--- src/rtl/msqg_pkg.sv ---
package msqg_pkg;

   // Axis count and field widths fixed by the interface.
   localparam int NUM_AXES            = 5;
   localparam int AXIS_IDX_WIDTH      = 3;
   localparam int COUNT_WIDTH         = 16;
   localparam int POSITION_WIDTH      = 32;
   localparam int TIMER_WIDTH_DEFAULT = 16;

   // Configuration port geometry.
   localparam int CSR_ADDR_WIDTH  = 4;
   localparam int CSR_DATA_WIDTH  = 32;
   localparam int REG_INDEX_WIDTH = 2;

   // Register indexes.
   localparam logic [REG_INDEX_WIDTH-1:0] REG_QUAD_MODE      = 2'd0;
   localparam logic [REG_INDEX_WIDTH-1:0] REG_SEGMENT_PERIOD = 2'd1;
   localparam logic [REG_INDEX_WIDTH-1:0] REG_IMAGE_DISABLE  = 2'd2;

   // Reset value of the segment period and the path command threshold.
   localparam logic [COUNT_WIDTH-1:0] SEGMENT_PERIOD_RESET = 16'd16666;
   localparam logic [COUNT_WIDTH-1:0] CMD_MARK             = 16'hFFF0;

   // First axis whose pins the image disable holds, and the last axis index.
   localparam logic [AXIS_IDX_WIDTH-1:0] HELD_FIRST_AXIS = 3'd3;
   localparam logic [AXIS_IDX_WIDTH-1:0] LAST_AXIS       = 3'd4;

   // Quadrature phase codes, written as {A, B}.
   localparam logic [1:0] QUAD_NONE = 2'b00;
   localparam logic [1:0] QUAD_B    = 2'b01;
   localparam logic [1:0] QUAD_A    = 2'b10;

   typedef struct packed {
      logic                   quad_mode;
      logic [COUNT_WIDTH-1:0] segment_period_us;
      logic                   image_pins_disable;
   } cfg_type;

   typedef struct packed {
      logic direction_neg;
      logic phase_a;
      logic phase_b;
   } axis_flags_type;

   typedef enum logic [3:0] {
      ST_IDLE = 4'b0001,
      ST_LOAD = 4'b0010,
      ST_TICK = 4'b0100,
      ST_DONE = 4'b1000
   } state_type;

endpackage

--- src/rtl/msqg_req_if.sv ---
interface msqg_req_if;
   logic                                   valid;
   logic                                   ready;
   logic                                   op;
   logic signed [msqg_pkg::COUNT_WIDTH-1:0] count_axis1;
   logic signed [msqg_pkg::COUNT_WIDTH-1:0] count_axis2;
   logic signed [msqg_pkg::COUNT_WIDTH-1:0] count_axis3;
   logic signed [msqg_pkg::COUNT_WIDTH-1:0] count_axis4;
   logic signed [msqg_pkg::COUNT_WIDTH-1:0] count_axis5;

   modport source (
      output valid, op, count_axis1, count_axis2, count_axis3, count_axis4, count_axis5,
      input  ready
   );

   modport sink (
      input  valid, op, count_axis1, count_axis2, count_axis3, count_axis4, count_axis5,
      output ready
   );
endinterface

--- src/rtl/msqg_rsp_if.sv ---
interface msqg_rsp_if;
   logic                                      valid;
   logic                                      ready;
   logic [msqg_pkg::NUM_AXES-1:0]             line_a;
   logic [msqg_pkg::NUM_AXES-1:0]             line_b;
   logic [msqg_pkg::NUM_AXES-1:0]             stepped;
   logic [msqg_pkg::NUM_AXES-1:0]             running;
   logic signed [msqg_pkg::POSITION_WIDTH-1:0] position_axis1;
   logic signed [msqg_pkg::POSITION_WIDTH-1:0] position_axis2;
   logic signed [msqg_pkg::POSITION_WIDTH-1:0] position_axis3;
   logic signed [msqg_pkg::POSITION_WIDTH-1:0] position_axis4;
   logic signed [msqg_pkg::POSITION_WIDTH-1:0] position_axis5;

   modport source (
      output valid, line_a, line_b, stepped, running,
      output position_axis1, position_axis2, position_axis3, position_axis4, position_axis5,
      input  ready
   );

   modport sink (
      input  valid, line_a, line_b, stepped, running,
      input  position_axis1, position_axis2, position_axis3, position_axis4, position_axis5,
      output ready
   );
endinterface

--- src/rtl/msqg_csr.sv ---
module msqg_csr (
   input  logic                                clock,
   input  logic                                reset,
   input  logic                                csr_psel,
   input  logic                                csr_penable,
   input  logic                                csr_pwrite,
   input  logic [msqg_pkg::CSR_ADDR_WIDTH-1:0] csr_paddr,
   input  logic [msqg_pkg::CSR_DATA_WIDTH-1:0] csr_pwdata,
   output logic [msqg_pkg::CSR_DATA_WIDTH-1:0] csr_prdata,
   output logic                                csr_pready,
   output msqg_pkg::cfg_type                   cfg
);

   localparam int IW = msqg_pkg::REG_INDEX_WIDTH;

   msqg_pkg::cfg_type cfg_ff;
   msqg_pkg::cfg_type cfg_in;
   logic [IW-1:0]     reg_index;
   logic              write_en;

   // Registers sit on word addresses.
   assign reg_index  = csr_paddr[IW+1:2];
   assign write_en   = csr_psel && csr_penable && csr_pwrite;
   assign csr_pready = 1'b1;
   assign cfg        = cfg_ff;

   // Write decode; addresses past the register list are ignored.
   always_comb begin
      cfg_in = cfg_ff;
      if (write_en) begin
         unique case (reg_index)
            msqg_pkg::REG_QUAD_MODE:      cfg_in.quad_mode = csr_pwdata[0];
            msqg_pkg::REG_SEGMENT_PERIOD: cfg_in.segment_period_us =
                                             csr_pwdata[msqg_pkg::COUNT_WIDTH-1:0];
            msqg_pkg::REG_IMAGE_DISABLE:  cfg_in.image_pins_disable = csr_pwdata[0];
            default: ;
         endcase
      end
   end

   // Read decode.
   always_comb begin
      csr_prdata = '0;
      unique case (reg_index)
         msqg_pkg::REG_QUAD_MODE:      csr_prdata[0] = cfg_ff.quad_mode;
         msqg_pkg::REG_SEGMENT_PERIOD: csr_prdata[msqg_pkg::COUNT_WIDTH-1:0] =
                                          cfg_ff.segment_period_us;
         msqg_pkg::REG_IMAGE_DISABLE:  csr_prdata[0] = cfg_ff.image_pins_disable;
         default: ;
      endcase
   end

   always_ff @(posedge clock) begin
      if (reset) begin
         cfg_ff.quad_mode          <= 1'b0;
         cfg_ff.segment_period_us  <= msqg_pkg::SEGMENT_PERIOD_RESET;
         cfg_ff.image_pins_disable <= 1'b0;
      end else begin
         cfg_ff <= cfg_in;
      end
   end

endmodule

--- src/rtl/msqg_div.sv ---
module msqg_div (
   input  logic                             clock,
   input  logic                             reset,
   input  logic                             start,
   input  logic [msqg_pkg::COUNT_WIDTH-1:0] dividend,
   input  logic [msqg_pkg::COUNT_WIDTH-1:0] divisor,
   output logic                             done,
   output logic [msqg_pkg::COUNT_WIDTH-1:0] quotient
);

   localparam int W  = msqg_pkg::COUNT_WIDTH;
   localparam int CW = $clog2(W);
   localparam logic [CW-1:0] LAST_BIT = CW'(W - 1);

   logic          busy_ff, busy_in;
   logic          done_ff, done_in;
   logic [CW-1:0] bit_cnt_ff, bit_cnt_in;
   logic [W-1:0]  rem_ff, rem_in;
   logic [W-1:0]  dvd_ff, dvd_in;
   logic [W-1:0]  dsr_ff, dsr_in;
   logic [W-1:0]  quo_ff, quo_in;
   logic [W:0]    rem_shift;
   logic [W:0]    rem_diff;
   logic          quo_bit;

   // One restoring step: shift in the next dividend bit, subtract if it fits.
   assign rem_shift = {rem_ff, dvd_ff[W-1]};
   assign rem_diff  = rem_shift - {1'b0, dsr_ff};
   assign quo_bit   = rem_shift >= {1'b0, dsr_ff};

   always_comb begin
      busy_in    = busy_ff;
      done_in    = 1'b0;
      bit_cnt_in = bit_cnt_ff;
      rem_in     = rem_ff;
      dvd_in     = dvd_ff;
      dsr_in     = dsr_ff;
      quo_in     = quo_ff;
      if (start) begin
         busy_in    = 1'b1;
         bit_cnt_in = '0;
         rem_in     = '0;
         dvd_in     = dividend;
         dsr_in     = divisor;
         quo_in     = '0;
      end else if (busy_ff) begin
         rem_in     = quo_bit ? rem_diff[W-1:0] : rem_shift[W-1:0];
         dvd_in     = {dvd_ff[W-2:0], 1'b0};
         quo_in     = {quo_ff[W-2:0], quo_bit};
         bit_cnt_in = bit_cnt_ff + 1'b1;
         if (bit_cnt_ff == LAST_BIT) begin
            busy_in = 1'b0;
            done_in = 1'b1;
         end
      end
   end

   always_ff @(posedge clock) begin
      if (reset) begin
         busy_ff <= 1'b0;
         done_ff <= 1'b0;
      end else begin
         busy_ff <= busy_in;
         done_ff <= done_in;
      end
   end

   always_ff @(posedge clock) begin
      bit_cnt_ff <= bit_cnt_in;
      rem_ff     <= rem_in;
      dvd_ff     <= dvd_in;
      dsr_ff     <= dsr_in;
      quo_ff     <= quo_in;
   end

   assign done     = done_ff;
   assign quotient = quo_ff;

endmodule

--- src/rtl/msqg_step_unit.sv ---
module msqg_step_unit #(
   parameter int TIMER_WIDTH = msqg_pkg::TIMER_WIDTH_DEFAULT
) (
   input  logic [TIMER_WIDTH-1:0]              elapsed,
   input  logic [TIMER_WIDTH-1:0]              interval,
   input  logic [msqg_pkg::COUNT_WIDTH-1:0]    steps_left,
   input  logic [msqg_pkg::POSITION_WIDTH-1:0] position,
   input  msqg_pkg::axis_flags_type            flags,
   input  logic                                quad_mode,
   input  logic                                held,
   output logic [TIMER_WIDTH-1:0]              elapsed_next,
   output logic [msqg_pkg::COUNT_WIDTH-1:0]    steps_next,
   output logic [msqg_pkg::POSITION_WIDTH-1:0] position_next,
   output msqg_pkg::axis_flags_type            flags_next,
   output logic                                stepped,
   output logic                                driven
);

   localparam logic [TIMER_WIDTH-1:0] TIMER_MAX = {TIMER_WIDTH{1'b1}};

   logic                   active;
   logic [TIMER_WIDTH-1:0] elapsed_inc;
   logic                   fire;

   // The timer saturates and the axis fires once it reaches its interval.
   assign active      = steps_left != '0;
   assign elapsed_inc = (elapsed != TIMER_MAX) ? elapsed + 1'b1 : elapsed;
   assign fire        = active && (elapsed_inc >= interval);
   assign stepped     = fire;
   assign driven      = fire && !held;

   always_comb begin
      elapsed_next  = elapsed;
      steps_next    = steps_left;
      position_next = position;
      flags_next    = flags;
      if (active) begin
         elapsed_next = fire ? '0 : elapsed_inc;
      end
      if (fire) begin
         steps_next    = steps_left - 1'b1;
         position_next = flags.direction_neg ? position - 1'b1 : position + 1'b1;
         if (!held) begin
            if (quad_mode) begin
               // Gray-code move, forward or backward.
               case ({flags.phase_a, flags.phase_b})
                  msqg_pkg::QUAD_NONE: begin
                     if (!flags.direction_neg) flags_next.phase_a = 1'b1;
                     else                      flags_next.phase_b = 1'b1;
                  end
                  msqg_pkg::QUAD_B: begin
                     if (!flags.direction_neg) flags_next.phase_b = 1'b0;
                     else                      flags_next.phase_a = 1'b1;
                  end
                  msqg_pkg::QUAD_A: begin
                     if (!flags.direction_neg) flags_next.phase_b = 1'b1;
                     else                      flags_next.phase_a = 1'b0;
                  end
                  default: begin
                     if (!flags.direction_neg) flags_next.phase_a = 1'b0;
                     else                      flags_next.phase_b = 1'b0;
                  end
               endcase
            end else begin
               // Step mode latches the direction and the idle step level.
               flags_next.phase_b = flags.direction_neg;
               flags_next.phase_a = 1'b1;
            end
         end
      end
   end

endmodule

--- src/rtl/multi_axis_step_quadrature_generator.sv ---
// Five-axis step/direction or quadrature pulse generator. A load transaction (op = 1)
// takes five signed step counts for one path segment; each nonzero axis gets the
// interval segment_period_us / |count| from one shared restoring divider, one
// quotient bit per cycle; zero counts skip the divider, and a path command skips
// the whole load. A tick transaction (op = 0) runs the axes one at a time through
// a shared step unit. One transaction is in work at a time; the result waits in an
// output register, so the next transaction can be accepted before it is taken.
// Configuration must be written through the APB-style port only while the block
// is idle; the block itself does not enforce this.
module multi_axis_step_quadrature_generator #(
   parameter int TIMER_WIDTH = msqg_pkg::TIMER_WIDTH_DEFAULT
) (
   input  logic                                clock,
   input  logic                                reset,
   msqg_req_if.sink                            req_ch,
   msqg_rsp_if.source                          rsp_ch,
   input  logic                                csr_psel,
   input  logic                                csr_penable,
   input  logic                                csr_pwrite,
   input  logic [msqg_pkg::CSR_ADDR_WIDTH-1:0] csr_paddr,
   input  logic [msqg_pkg::CSR_DATA_WIDTH-1:0] csr_pwdata,
   output logic [msqg_pkg::CSR_DATA_WIDTH-1:0] csr_prdata,
   output logic                                csr_pready
);

   localparam int AXES = msqg_pkg::NUM_AXES;
   localparam int AIW  = msqg_pkg::AXIS_IDX_WIDTH;
   localparam int CNW  = msqg_pkg::COUNT_WIDTH;
   localparam int PW   = msqg_pkg::POSITION_WIDTH;
   localparam int SAT_WIDTH = (TIMER_WIDTH > CNW) ? TIMER_WIDTH : CNW;

   msqg_pkg::cfg_type   cfg;
   msqg_pkg::state_type state_ff, state_in;
   logic [AIW-1:0]      axis_idx_ff, axis_idx_in;
   logic                div_wait_ff, div_wait_in;

   // Per-axis state.
   logic [TIMER_WIDTH-1:0]   interval_ff [AXES];
   logic [TIMER_WIDTH-1:0]   elapsed_ff  [AXES];
   logic [CNW-1:0]           steps_ff    [AXES];
   logic [PW-1:0]            position_ff [AXES];
   msqg_pkg::axis_flags_type flags_ff    [AXES];
   logic [CNW-1:0]           count_ff    [AXES];
   logic [AXES-1:0]          stepped_ff, stepped_in;
   logic [AXES-1:0]          driven_ff, driven_in;

   // Output register.
   logic            rsp_valid_ff, rsp_valid_in;
   logic [AXES-1:0] out_line_a_ff, out_line_b_ff, out_stepped_ff, out_running_ff;
   logic [PW-1:0]   out_position_ff [AXES];

   logic                     req_fire;
   logic                     rsp_free;
   logic                     load_out;
   logic                     axis_we;
   logic                     advance;
   logic                     div_start;
   logic                     div_done;
   logic [CNW-1:0]           div_quotient;
   logic [CNW-1:0]           cur_count;
   logic                     cur_neg;
   logic [CNW-1:0]           cur_mag;
   logic [CNW-1:0]           quot_floor;
   logic [SAT_WIDTH-1:0]     quot_wide;
   logic [SAT_WIDTH-1:0]     timer_max_wide;
   logic [SAT_WIDTH-1:0]     quot_sat;
   logic                     held;
   logic [TIMER_WIDTH-1:0]   wr_interval, wr_elapsed;
   logic [CNW-1:0]           wr_steps;
   logic [PW-1:0]            wr_position;
   msqg_pkg::axis_flags_type wr_flags;
   logic [TIMER_WIDTH-1:0]   su_elapsed;
   logic [CNW-1:0]           su_steps;
   logic [PW-1:0]            su_position;
   msqg_pkg::axis_flags_type su_flags;
   logic                     su_stepped, su_driven;
   logic [AXES-1:0]          line_a_now, line_b_now, running_now;

   msqg_csr u_csr (
      .clock       (clock),
      .reset       (reset),
      .csr_psel    (csr_psel),
      .csr_penable (csr_penable),
      .csr_pwrite  (csr_pwrite),
      .csr_paddr   (csr_paddr),
      .csr_pwdata  (csr_pwdata),
      .csr_prdata  (csr_prdata),
      .csr_pready  (csr_pready),
      .cfg         (cfg)
   );

   // Handshakes.
   assign req_ch.ready = (state_ff == msqg_pkg::ST_IDLE);
   assign req_fire     = req_ch.valid && req_ch.ready;
   assign rsp_free     = !rsp_valid_ff || rsp_ch.ready;

   // Magnitude and direction of the count for the axis in work.
   assign cur_count = count_ff[axis_idx_ff];
   assign cur_neg   = cur_count[CNW-1];
   assign cur_mag   = cur_neg ? ('0 - cur_count) : cur_count;

   msqg_div u_div (
      .clock    (clock),
      .reset    (reset),
      .start    (div_start),
      .dividend (cfg.segment_period_us),
      .divisor  (cur_mag),
      .done     (div_done),
      .quotient (div_quotient)
   );

   // The interval is at least one and saturates at the timer range.
   assign quot_floor     = (div_quotient == '0) ? CNW'(1) : div_quotient;
   assign quot_wide      = SAT_WIDTH'(quot_floor);
   assign timer_max_wide = SAT_WIDTH'({TIMER_WIDTH{1'b1}});
   assign quot_sat       = (quot_wide > timer_max_wide) ? timer_max_wide : quot_wide;

   assign held = cfg.image_pins_disable && (axis_idx_ff >= msqg_pkg::HELD_FIRST_AXIS);

   msqg_step_unit #(
      .TIMER_WIDTH (TIMER_WIDTH)
   ) u_step (
      .elapsed       (elapsed_ff[axis_idx_ff]),
      .interval      (interval_ff[axis_idx_ff]),
      .steps_left    (steps_ff[axis_idx_ff]),
      .position      (position_ff[axis_idx_ff]),
      .flags         (flags_ff[axis_idx_ff]),
      .quad_mode     (cfg.quad_mode),
      .held          (held),
      .elapsed_next  (su_elapsed),
      .steps_next    (su_steps),
      .position_next (su_position),
      .flags_next    (su_flags),
      .stepped       (su_stepped),
      .driven        (su_driven)
   );

   // Sequencer: walks the axes once per load or tick; a path command goes straight to the result.
   always_comb begin
      state_in    = state_ff;
      axis_idx_in = axis_idx_ff;
      div_wait_in = div_wait_ff;
      div_start   = 1'b0;
      axis_we     = 1'b0;
      advance     = 1'b0;
      load_out    = 1'b0;
      wr_interval = interval_ff[axis_idx_ff];
      wr_elapsed  = '0;
      wr_steps    = cur_mag;
      wr_position = position_ff[axis_idx_ff];
      wr_flags    = flags_ff[axis_idx_ff];
      stepped_in  = stepped_ff;
      driven_in   = driven_ff;

      unique case (state_ff)
         msqg_pkg::ST_IDLE: begin
            if (req_fire) begin
               axis_idx_in = '0;
               stepped_in  = '0;
               driven_in   = '0;
               if (!req_ch.op) begin
                  state_in = msqg_pkg::ST_TICK;
               end else if ($unsigned(req_ch.count_axis1) < msqg_pkg::CMD_MARK) begin
                  state_in = msqg_pkg::ST_LOAD;
               end else begin
                  state_in = msqg_pkg::ST_DONE;
               end
            end
         end
         msqg_pkg::ST_LOAD: begin
            wr_flags.direction_neg = cur_neg;
            if (!div_wait_ff) begin
               if (cur_mag == '0) begin
                  // A zero count stops the axis at once.
                  wr_interval = '0;
                  axis_we     = 1'b1;
                  advance     = 1'b1;
               end else begin
                  div_start   = 1'b1;
                  div_wait_in = 1'b1;
               end
            end else if (div_done) begin
               wr_interval = quot_sat[TIMER_WIDTH-1:0];
               axis_we     = 1'b1;
               advance     = 1'b1;
               div_wait_in = 1'b0;
            end
         end
         msqg_pkg::ST_TICK: begin
            wr_elapsed  = su_elapsed;
            wr_steps    = su_steps;
            wr_position = su_position;
            wr_flags    = su_flags;
            axis_we     = 1'b1;
            advance     = 1'b1;
            if (su_stepped) stepped_in[axis_idx_ff] = 1'b1;
            if (su_driven)  driven_in[axis_idx_ff]  = 1'b1;
         end
         msqg_pkg::ST_DONE: begin
            if (rsp_free) begin
               load_out = 1'b1;
               state_in = msqg_pkg::ST_IDLE;
            end
         end
         default: state_in = msqg_pkg::ST_IDLE;
      endcase

      if (advance) begin
         if (axis_idx_ff == msqg_pkg::LAST_AXIS) begin
            state_in = msqg_pkg::ST_DONE;
         end else begin
            axis_idx_in = axis_idx_ff + 1'b1;
         end
      end
   end

   // Line levels and running flags from the current state.
   always_comb begin
      for (int i = 0; i < AXES; i++) begin
         line_a_now[i]  = cfg.quad_mode ? flags_ff[i].phase_a : !driven_ff[i];
         line_b_now[i]  = flags_ff[i].phase_b;
         running_now[i] = steps_ff[i] != '0;
      end
   end

   assign rsp_valid_in = load_out ? 1'b1 : (rsp_ch.ready ? 1'b0 : rsp_valid_ff);

   // Control state and per-axis state.
   always_ff @(posedge clock) begin
      if (reset) begin
         state_ff     <= msqg_pkg::ST_IDLE;
         axis_idx_ff  <= '0;
         div_wait_ff  <= 1'b0;
         stepped_ff   <= '0;
         driven_ff    <= '0;
         rsp_valid_ff <= 1'b0;
         for (int i = 0; i < AXES; i++) begin
            interval_ff[i] <= '0;
            elapsed_ff[i]  <= '0;
            steps_ff[i]    <= '0;
            position_ff[i] <= '0;
            flags_ff[i]    <= '0;
         end
      end else begin
         state_ff     <= state_in;
         axis_idx_ff  <= axis_idx_in;
         div_wait_ff  <= div_wait_in;
         stepped_ff   <= stepped_in;
         driven_ff    <= driven_in;
         rsp_valid_ff <= rsp_valid_in;
         if (axis_we) begin
            interval_ff[axis_idx_ff] <= wr_interval;
            elapsed_ff[axis_idx_ff]  <= wr_elapsed;
            steps_ff[axis_idx_ff]    <= wr_steps;
            position_ff[axis_idx_ff] <= wr_position;
            flags_ff[axis_idx_ff]    <= wr_flags;
         end
      end
   end

   // Counts of the accepted transaction and the result payload.
   always_ff @(posedge clock) begin
      if (req_fire) begin
         count_ff[0] <= req_ch.count_axis1;
         count_ff[1] <= req_ch.count_axis2;
         count_ff[2] <= req_ch.count_axis3;
         count_ff[3] <= req_ch.count_axis4;
         count_ff[4] <= req_ch.count_axis5;
      end
      if (load_out) begin
         out_line_a_ff  <= line_a_now;
         out_line_b_ff  <= line_b_now;
         out_stepped_ff <= stepped_ff;
         out_running_ff <= running_now;
         for (int i = 0; i < AXES; i++) begin
            out_position_ff[i] <= position_ff[i];
         end
      end
   end

   assign rsp_ch.valid          = rsp_valid_ff;
   assign rsp_ch.line_a         = out_line_a_ff;
   assign rsp_ch.line_b         = out_line_b_ff;
   assign rsp_ch.stepped        = out_stepped_ff;
   assign rsp_ch.running        = out_running_ff;
   assign rsp_ch.position_axis1 = out_position_ff[0];
   assign rsp_ch.position_axis2 = out_position_ff[1];
   assign rsp_ch.position_axis3 = out_position_ff[2];
   assign rsp_ch.position_axis4 = out_position_ff[3];
   assign rsp_ch.position_axis5 = out_position_ff[4];

   // The divider only finishes while a load waits for it.
   a_div_done_in_load: assert property (@(posedge clock) disable iff (reset)
      div_done |-> (state_ff == msqg_pkg::ST_LOAD && div_wait_ff))
      else $error("divider finished outside a load");

   // An accepted transaction keeps the input closed on the next cycle.
   a_busy_after_accept: assert property (@(posedge clock) disable iff (reset)
      req_fire |=> !req_ch.ready)
      else $error("input ready right after acceptance");

   // The axis walk never leaves the axis range.
   a_axis_in_range: assert property (@(posedge clock) disable iff (reset)
      (state_ff == msqg_pkg::ST_TICK || state_ff == msqg_pkg::ST_LOAD)
         |-> (axis_idx_ff <= msqg_pkg::LAST_AXIS))
      else $error("axis index out of range");

   // A finished transaction reaches the output register once it is free.
   a_result_posted: assert property (@(posedge clock) disable iff (reset)
      (state_ff == msqg_pkg::ST_DONE && rsp_free) |=> (rsp_valid_ff && req_ch.ready))
      else $error("result not posted");

endmodule
--- src/flat_wrapper.sv ---
// flat-port wrapper written by rule: the top's interface ports become plain ports
module multi_axis_step_quadrature_generator_flat 
#(
   parameter int TIMER_WIDTH = msqg_pkg::TIMER_WIDTH_DEFAULT
)
  (clock, reset, csr_psel, csr_penable, csr_pwrite, csr_paddr, csr_pwdata, csr_prdata, csr_pready, req_ch_valid, req_ch_op, req_ch_count_axis1, req_ch_count_axis2, req_ch_count_axis3, req_ch_count_axis4, req_ch_count_axis5, req_ch_ready, rsp_ch_valid, rsp_ch_line_a, rsp_ch_line_b, rsp_ch_stepped, rsp_ch_running, rsp_ch_position_axis1, rsp_ch_position_axis2, rsp_ch_position_axis3, rsp_ch_position_axis4, rsp_ch_position_axis5, rsp_ch_ready);
  msqg_req_if req_ch_i ();
  msqg_rsp_if rsp_ch_i ();
  input  logic clock;
  input  logic reset;
  input  logic csr_psel;
  input  logic csr_penable;
  input  logic csr_pwrite;
  input  logic [msqg_pkg::CSR_ADDR_WIDTH-1:0] csr_paddr;
  input  logic [msqg_pkg::CSR_DATA_WIDTH-1:0] csr_pwdata;
  output logic [msqg_pkg::CSR_DATA_WIDTH-1:0] csr_prdata;
  output logic csr_pready;
  input wire logic [$bits(req_ch_i.valid)-1:0] req_ch_valid;
  input wire logic [$bits(req_ch_i.op)-1:0] req_ch_op;
  input wire logic [$bits(req_ch_i.count_axis1)-1:0] req_ch_count_axis1;
  input wire logic [$bits(req_ch_i.count_axis2)-1:0] req_ch_count_axis2;
  input wire logic [$bits(req_ch_i.count_axis3)-1:0] req_ch_count_axis3;
  input wire logic [$bits(req_ch_i.count_axis4)-1:0] req_ch_count_axis4;
  input wire logic [$bits(req_ch_i.count_axis5)-1:0] req_ch_count_axis5;
  output wire logic [$bits(req_ch_i.ready)-1:0] req_ch_ready;
  output wire logic [$bits(rsp_ch_i.valid)-1:0] rsp_ch_valid;
  output wire logic [$bits(rsp_ch_i.line_a)-1:0] rsp_ch_line_a;
  output wire logic [$bits(rsp_ch_i.line_b)-1:0] rsp_ch_line_b;
  output wire logic [$bits(rsp_ch_i.stepped)-1:0] rsp_ch_stepped;
  output wire logic [$bits(rsp_ch_i.running)-1:0] rsp_ch_running;
  output wire logic [$bits(rsp_ch_i.position_axis1)-1:0] rsp_ch_position_axis1;
  output wire logic [$bits(rsp_ch_i.position_axis2)-1:0] rsp_ch_position_axis2;
  output wire logic [$bits(rsp_ch_i.position_axis3)-1:0] rsp_ch_position_axis3;
  output wire logic [$bits(rsp_ch_i.position_axis4)-1:0] rsp_ch_position_axis4;
  output wire logic [$bits(rsp_ch_i.position_axis5)-1:0] rsp_ch_position_axis5;
  input wire logic [$bits(rsp_ch_i.ready)-1:0] rsp_ch_ready;
  assign req_ch_i.valid = req_ch_valid;
  assign req_ch_i.op = req_ch_op;
  assign req_ch_i.count_axis1 = req_ch_count_axis1;
  assign req_ch_i.count_axis2 = req_ch_count_axis2;
  assign req_ch_i.count_axis3 = req_ch_count_axis3;
  assign req_ch_i.count_axis4 = req_ch_count_axis4;
  assign req_ch_i.count_axis5 = req_ch_count_axis5;
  assign req_ch_ready = req_ch_i.ready;
  assign rsp_ch_valid = rsp_ch_i.valid;
  assign rsp_ch_line_a = rsp_ch_i.line_a;
  assign rsp_ch_line_b = rsp_ch_i.line_b;
  assign rsp_ch_stepped = rsp_ch_i.stepped;
  assign rsp_ch_running = rsp_ch_i.running;
  assign rsp_ch_position_axis1 = rsp_ch_i.position_axis1;
  assign rsp_ch_position_axis2 = rsp_ch_i.position_axis2;
  assign rsp_ch_position_axis3 = rsp_ch_i.position_axis3;
  assign rsp_ch_position_axis4 = rsp_ch_i.position_axis4;
  assign rsp_ch_position_axis5 = rsp_ch_i.position_axis5;
  assign rsp_ch_i.ready = rsp_ch_ready;
  multi_axis_step_quadrature_generator #(.TIMER_WIDTH(TIMER_WIDTH)) u_core (.clock(clock), .reset(reset), .req_ch(req_ch_i), .rsp_ch(rsp_ch_i), .csr_psel(csr_psel), .csr_penable(csr_penable), .csr_pwrite(csr_pwrite), .csr_paddr(csr_paddr), .csr_pwdata(csr_pwdata), .csr_prdata(csr_prdata), .csr_pready(csr_pready));
endmodule
--- config.mk ---
export PLATFORM = sky130hd
export DESIGN_NAME = multi_axis_step_quadrature_generator_flat
export DESIGN_NICKNAME = d
export VERILOG_FILES = /design/src/rtl/msqg_pkg.sv /design/src/rtl/msqg_req_if.sv /design/src/rtl/msqg_rsp_if.sv /design/src/rtl/msqg_csr.sv /design/src/rtl/msqg_div.sv /design/src/rtl/msqg_step_unit.sv /design/src/rtl/multi_axis_step_quadrature_generator.sv /design/src/flat_wrapper.sv
export SDC_FILE = /design/constraint.sdc
export NUM_CORES = 2
export LEC_CHECK = 0
export BUFFER_PORTS_ARGS = -buffer_cell sky130_fd_sc_hd__buf_4
export CAP_MARGIN = 20
export CORE_ASPECT_RATIO = 0.6
export CORE_MARGIN = 3
export CORE_UTILIZATION = 32
export DETAILED_ROUTE_END_ITERATION = 8
export SETUP_SLACK_MARGIN = 0.3
export SYNTH_ARGS = -nofsm -noshare
export SYNTH_HDL_FRONTEND = slang
export SYNTH_HIERARCHICAL = 1
export SYNTH_SLANG_ARGS = --single-unit
--- constraint.sdc ---
create_clock -name clock -period 11.5 [get_ports clock]
set_input_delay 1.15 -clock clock [delete_from_list [all_inputs] [get_ports clock]]
set_output_delay 1.15 -clock clock [all_outputs]
set_load 0.01 [all_outputs]
==> run metrics <==
buffer depth of the longest clock path=3; Worst Hold Depth=0; number of synthesized flops with an enable pin=956; via count=between 30,000 and 40,000; cell type of the slowest stage on the worst timing path=buf_4; Routed WL=137,000 µm; largest net degree at the start of global routing=a little under 90; RSZ-0062 raised after global routing=no; Critical Path, Cell by Cell=buf_4 > nor3b_4 > buf_4 > buf_4 > a22oi_1 > nand4_1 > and4_1 > nand3_1 > nor3_1 > nand4_1 > nand2_1 > ha_1 > a21o_1 > a21o_1 > a21oi_1 > inv_1 > a211oi_1 > buf_4 > or2_2 > buf_4 > o21ai_0 > mux2i_1 > inv_1; arrival time at the worst endpoint=8.27 ns; effective utilization at floorplan=approximately 32%; highest attainable clock frequency=127 MHz; cell type group with the largest total delay on the critical path=simple AND/OR/NAND/NOR gates; number of routed nets with antenna violations=0; placement-stage cell area=49,400 µm²; Distinct cells, synth=108; proportion of synthesized chip area in sequential cells=about 67%; result of the run=complete, no violations; buffer type at the clock tree root=clkbuf_16; Finished Cell Area=52,600 µm²; most common cell after layout, fill and taps aside=edfxtp_1; largest fanout on the critical path=39; required time at the worst-slack endpoint=~12 ns; core area=140,000 µm²; max-slew violation count=0; portion of synthesized cell area occupied by the leading cell type=63.6%; terminating pin of the worst hold path=u_core/out_position_ff[0][140]; Hold Crit Start=u_core/position_ff[4][12]; diode insertion count for antenna repair=0; clock latency on the worst-skew pair=0.70 ns; number of synthesis warnings=6; count of buffers inserted at the top-level ports=303; Boundary Pins=339; Detailed Route Iter0 Violations=3,796; total number of clock tree sinks=1,031; Cells after Synth=3,489; fin nets=3,953; Total Power=approximately 8.3 mW; worst slew slack as a fraction of its limit=22.6%; standard-cell rows=106; kind of end point of the critical path=flip-flop; Met3 Routed Length=13,000 µm; Final setup violation count=0; post-synthesis register bit count=1,031; cells taking the most area after synthesis=edfxtp_1 (64%), nor2_1 (4.7%), a22oi_1 (4.6%), dfxtp_1 (3.3%), ha_1 (2.0%); Post-Place Setup Slack=3.78 ns; net switching power=2.00 mW; CP bufs+invs=7; cell taking the most area after synthesis=edfxtp_1; number of buffers created by CTS=slightly below 100; non-filler cells, final=5,722; floorplan die height=297 µm; vias in the first global route=29,500; total number of H-tree levels=3; overall routing resource usage=about 18%; type of element launching the critical path=flip-flop; CP Class=flip-flop to flip-flop; routability congestion estimate=0.884; area delta synth->final=16.5%; cell internal pwr=roughly 6.3 mW; CTS tree=built; number of gates resized after CTS=0; number of search-and-repair iterations in the first detailed-routing pass=6; Worst R2R Setup Slack=3.62 ns; capturing point of the worst reg2reg path=u_core/position_ff[7][29]; clock network fraction of design power=39.0%; sequential share of power=between 50 and 60%; Max VDD drop=98.0 µV; standby leakage power=19.1 nW; average wire per standard cell=between 20 and 25 µm; WHS=0.450 ns; netlist area before placement=between 40,000 and 50,000 µm²; switching power as a share of total power=24.2%; setup slack after layout=about 3.6 ns; Die Width=491 µm; most used cells in the layout excluding fill and tap cells=edfxtp_1 (956), nor2_1 (557), buf_4 (357); clock period minus final worst setup slack=about 7.9 ns; depth of the most critical reg-to-reg path=23; number of hold buffers added after CTS=0; combinational group share of total power=9.2%; number of setup buffers added after CTS=0; HPWL Detailed=84,100 µm; Avg Inst Size Synth=about 13 µm²; top_reg_cell synth=edfxtp_1; Placed Cells=5,541; first-pass GRT wire length=200,000 µm; DRC violations left=0; highest signal layer in the routed design=met4; proportion of synthesized flip-flops having asynchronous set or reset=0%; clock skew after layout=0.0298 ns; Die Area=approximately 150,000 µm²; transition time at the pin with the least slew margin=roughly 1.2 ns; final hold viol count=0; launch instance of the worst register-to-register path=u_core/axis_idx_ff[0]; number of antenna violations at the first check in global routing=0; max-cap violation count=0; period utilisation layout=68.5%; met1 WL=62,300 µm; class of the worst hold path=flip-flop to flip-flop; DR WL met2=58,800 µm; Power Density=roughly 160 nW/µm²; fraction of layout instances using a drive strength above 1=between 10% and 20%; CP max stage delay=0.62 ns; Via density=roughly 5.4; GRT Residual Overflow=0; Clk pin slew, worst setup/hold paths=around 0.070 ns; CP dominant cell by count=buf_4
## kinds of logic (layout without fill, tap and decap cells)
group                      after synthesis  count (layout)  share of synthesized area [%]
other                                    2              17                         0.0166
and+or+nand+nor                       1099            1099                           11.5
buffers and inverters                  385             713                           3.75
muxes                                  112             112                           2.80
DFF                                   1031            1031                           66.9
AOI/OAI and AO/OA                      708             708                           11.4
xor gates and xnor gates                77              77                           1.49
adders and majority gates               75              75                           2.11
## worst register-to-register path: cells and delay by family, from the launching register on
family                   cells  cell delay (ns)
flip-flops                   1             0.33
AO/OA/AOI/OAI                6             1.32
buffers and inverters        7             2.55
AND/OR/NAND/NOR              8             2.53
adder cells (fa/ha/maj)      1             0.25
multiplexers                 1             0.57
## cell usage after synthesis (14+ instances only)
cell        n
edfxtp_1  956
nor2_1    560
a22oi_1   279
inv_1     169
nand2_1   150
clkbuf_1   94
a21oi_1    82
mux2i_1    78
dfxtp_1    75
o21ai_0    75
ha_1       73
nand4_1    69
nand3_1    66
buf_2      55
xnor2_1    53
nand2b_1   48
a22o_1     42
and2_1     37
a221oi_1   32
nor4_1     32
a21o_1     31
buf_1      31
nor3_1     31
o21ai_1    28
xor2_1     24
buf_4      21
o21a_1     19
mux2_2     18
a31oi_1    17
and4_1     15
nor2b_1    14
## power groups by stage
| stage | Sequential, mW | Combinational [mW] | Clock, mW |
|---|---|---|---|
| 2_1_floorplan | 4.34 | 0.519 | 0 |
| 3_3_place_gp | 4.36 | 0.731 | 0 |
| 3_5_place_dp | 4.36 | 0.741 | 0 |
| 4_1_cts | 4.28 | 0.744 | 3.30 |
| 5_1_grt | 4.29 | 0.829 | 3.45 |
| 6_report | 4.28 | 0.757 | 3.23 |
## through the flow
| stage | util (%) | setup TNS, ns |
|---|---|---|
| 2_1_floorplan | - | -15.61 |
| 5_1_grt | 37.6 | 0 |
| 3_5_place_dp | 35.4 | 0 |
| 6_report | 37.6 | 0 |
| 4_1_cts | 37.6 | 0 |
| 3_3_place_gp | 35.4 | 0 |
## flip-flops by register name (all words and copies together) (netlist names), 18 cells and up
name and cells:
u_core/interval_ff 128, u_core/steps_ff 128, u_core/out_position_ff 160, u_core/position_ff 256, u_core/u_csr/cfg 18, u_core/count_ff 80
u_core/flags_ff 24, u_core/elapsed_ff 128
## per-layer routing
metal	vias to the layer above	GRT usage, %
met1	15600	27.4
met4	0	3.88
li1	13600	-
met5	-	0
met2	1491	26.7
met3	157	3.81
## layout make-up
| type | count | area (µm²) |
|---|---|---|
| clock buffers | 126 | 2630 |
| clock inverters | 53 | 497 |
| fillers | 13300 | 87100 |
| inverters | 172 | 649 |
| multi-input cells | 2088 | 13500 |
| flip-flops and latches | 1031 | 30200 |
| well taps | 1890 | 2360 |
| repair buffers | 362 | 2770 |
## how the worst max path moves through the flow
stage	start	to	slack [ns]	cells past startpoint
global placement	u_core/axis_idx_ff[0]	u_core/position_ff[5][30]	3.86	24
finish	u_core/axis_idx_ff[0]	u_core/position_ff[7][29]	3.62	23
global route	u_core/axis_idx_ff[0]	u_core/position_ff[7][29]	3.12	23
detailed placement	u_core/axis_idx_ff[0]	u_core/position_ff[7][29]	3.78	23
floorplan	u_core/axis_idx_ff[1]	u_core/elapsed_ff[5][0]	-0.09	13
CTS	u_core/axis_idx_ff[0]	u_core/position_ff[7][29]	3.72	23
Note: power is estimated with default switching activity, not from simulation.
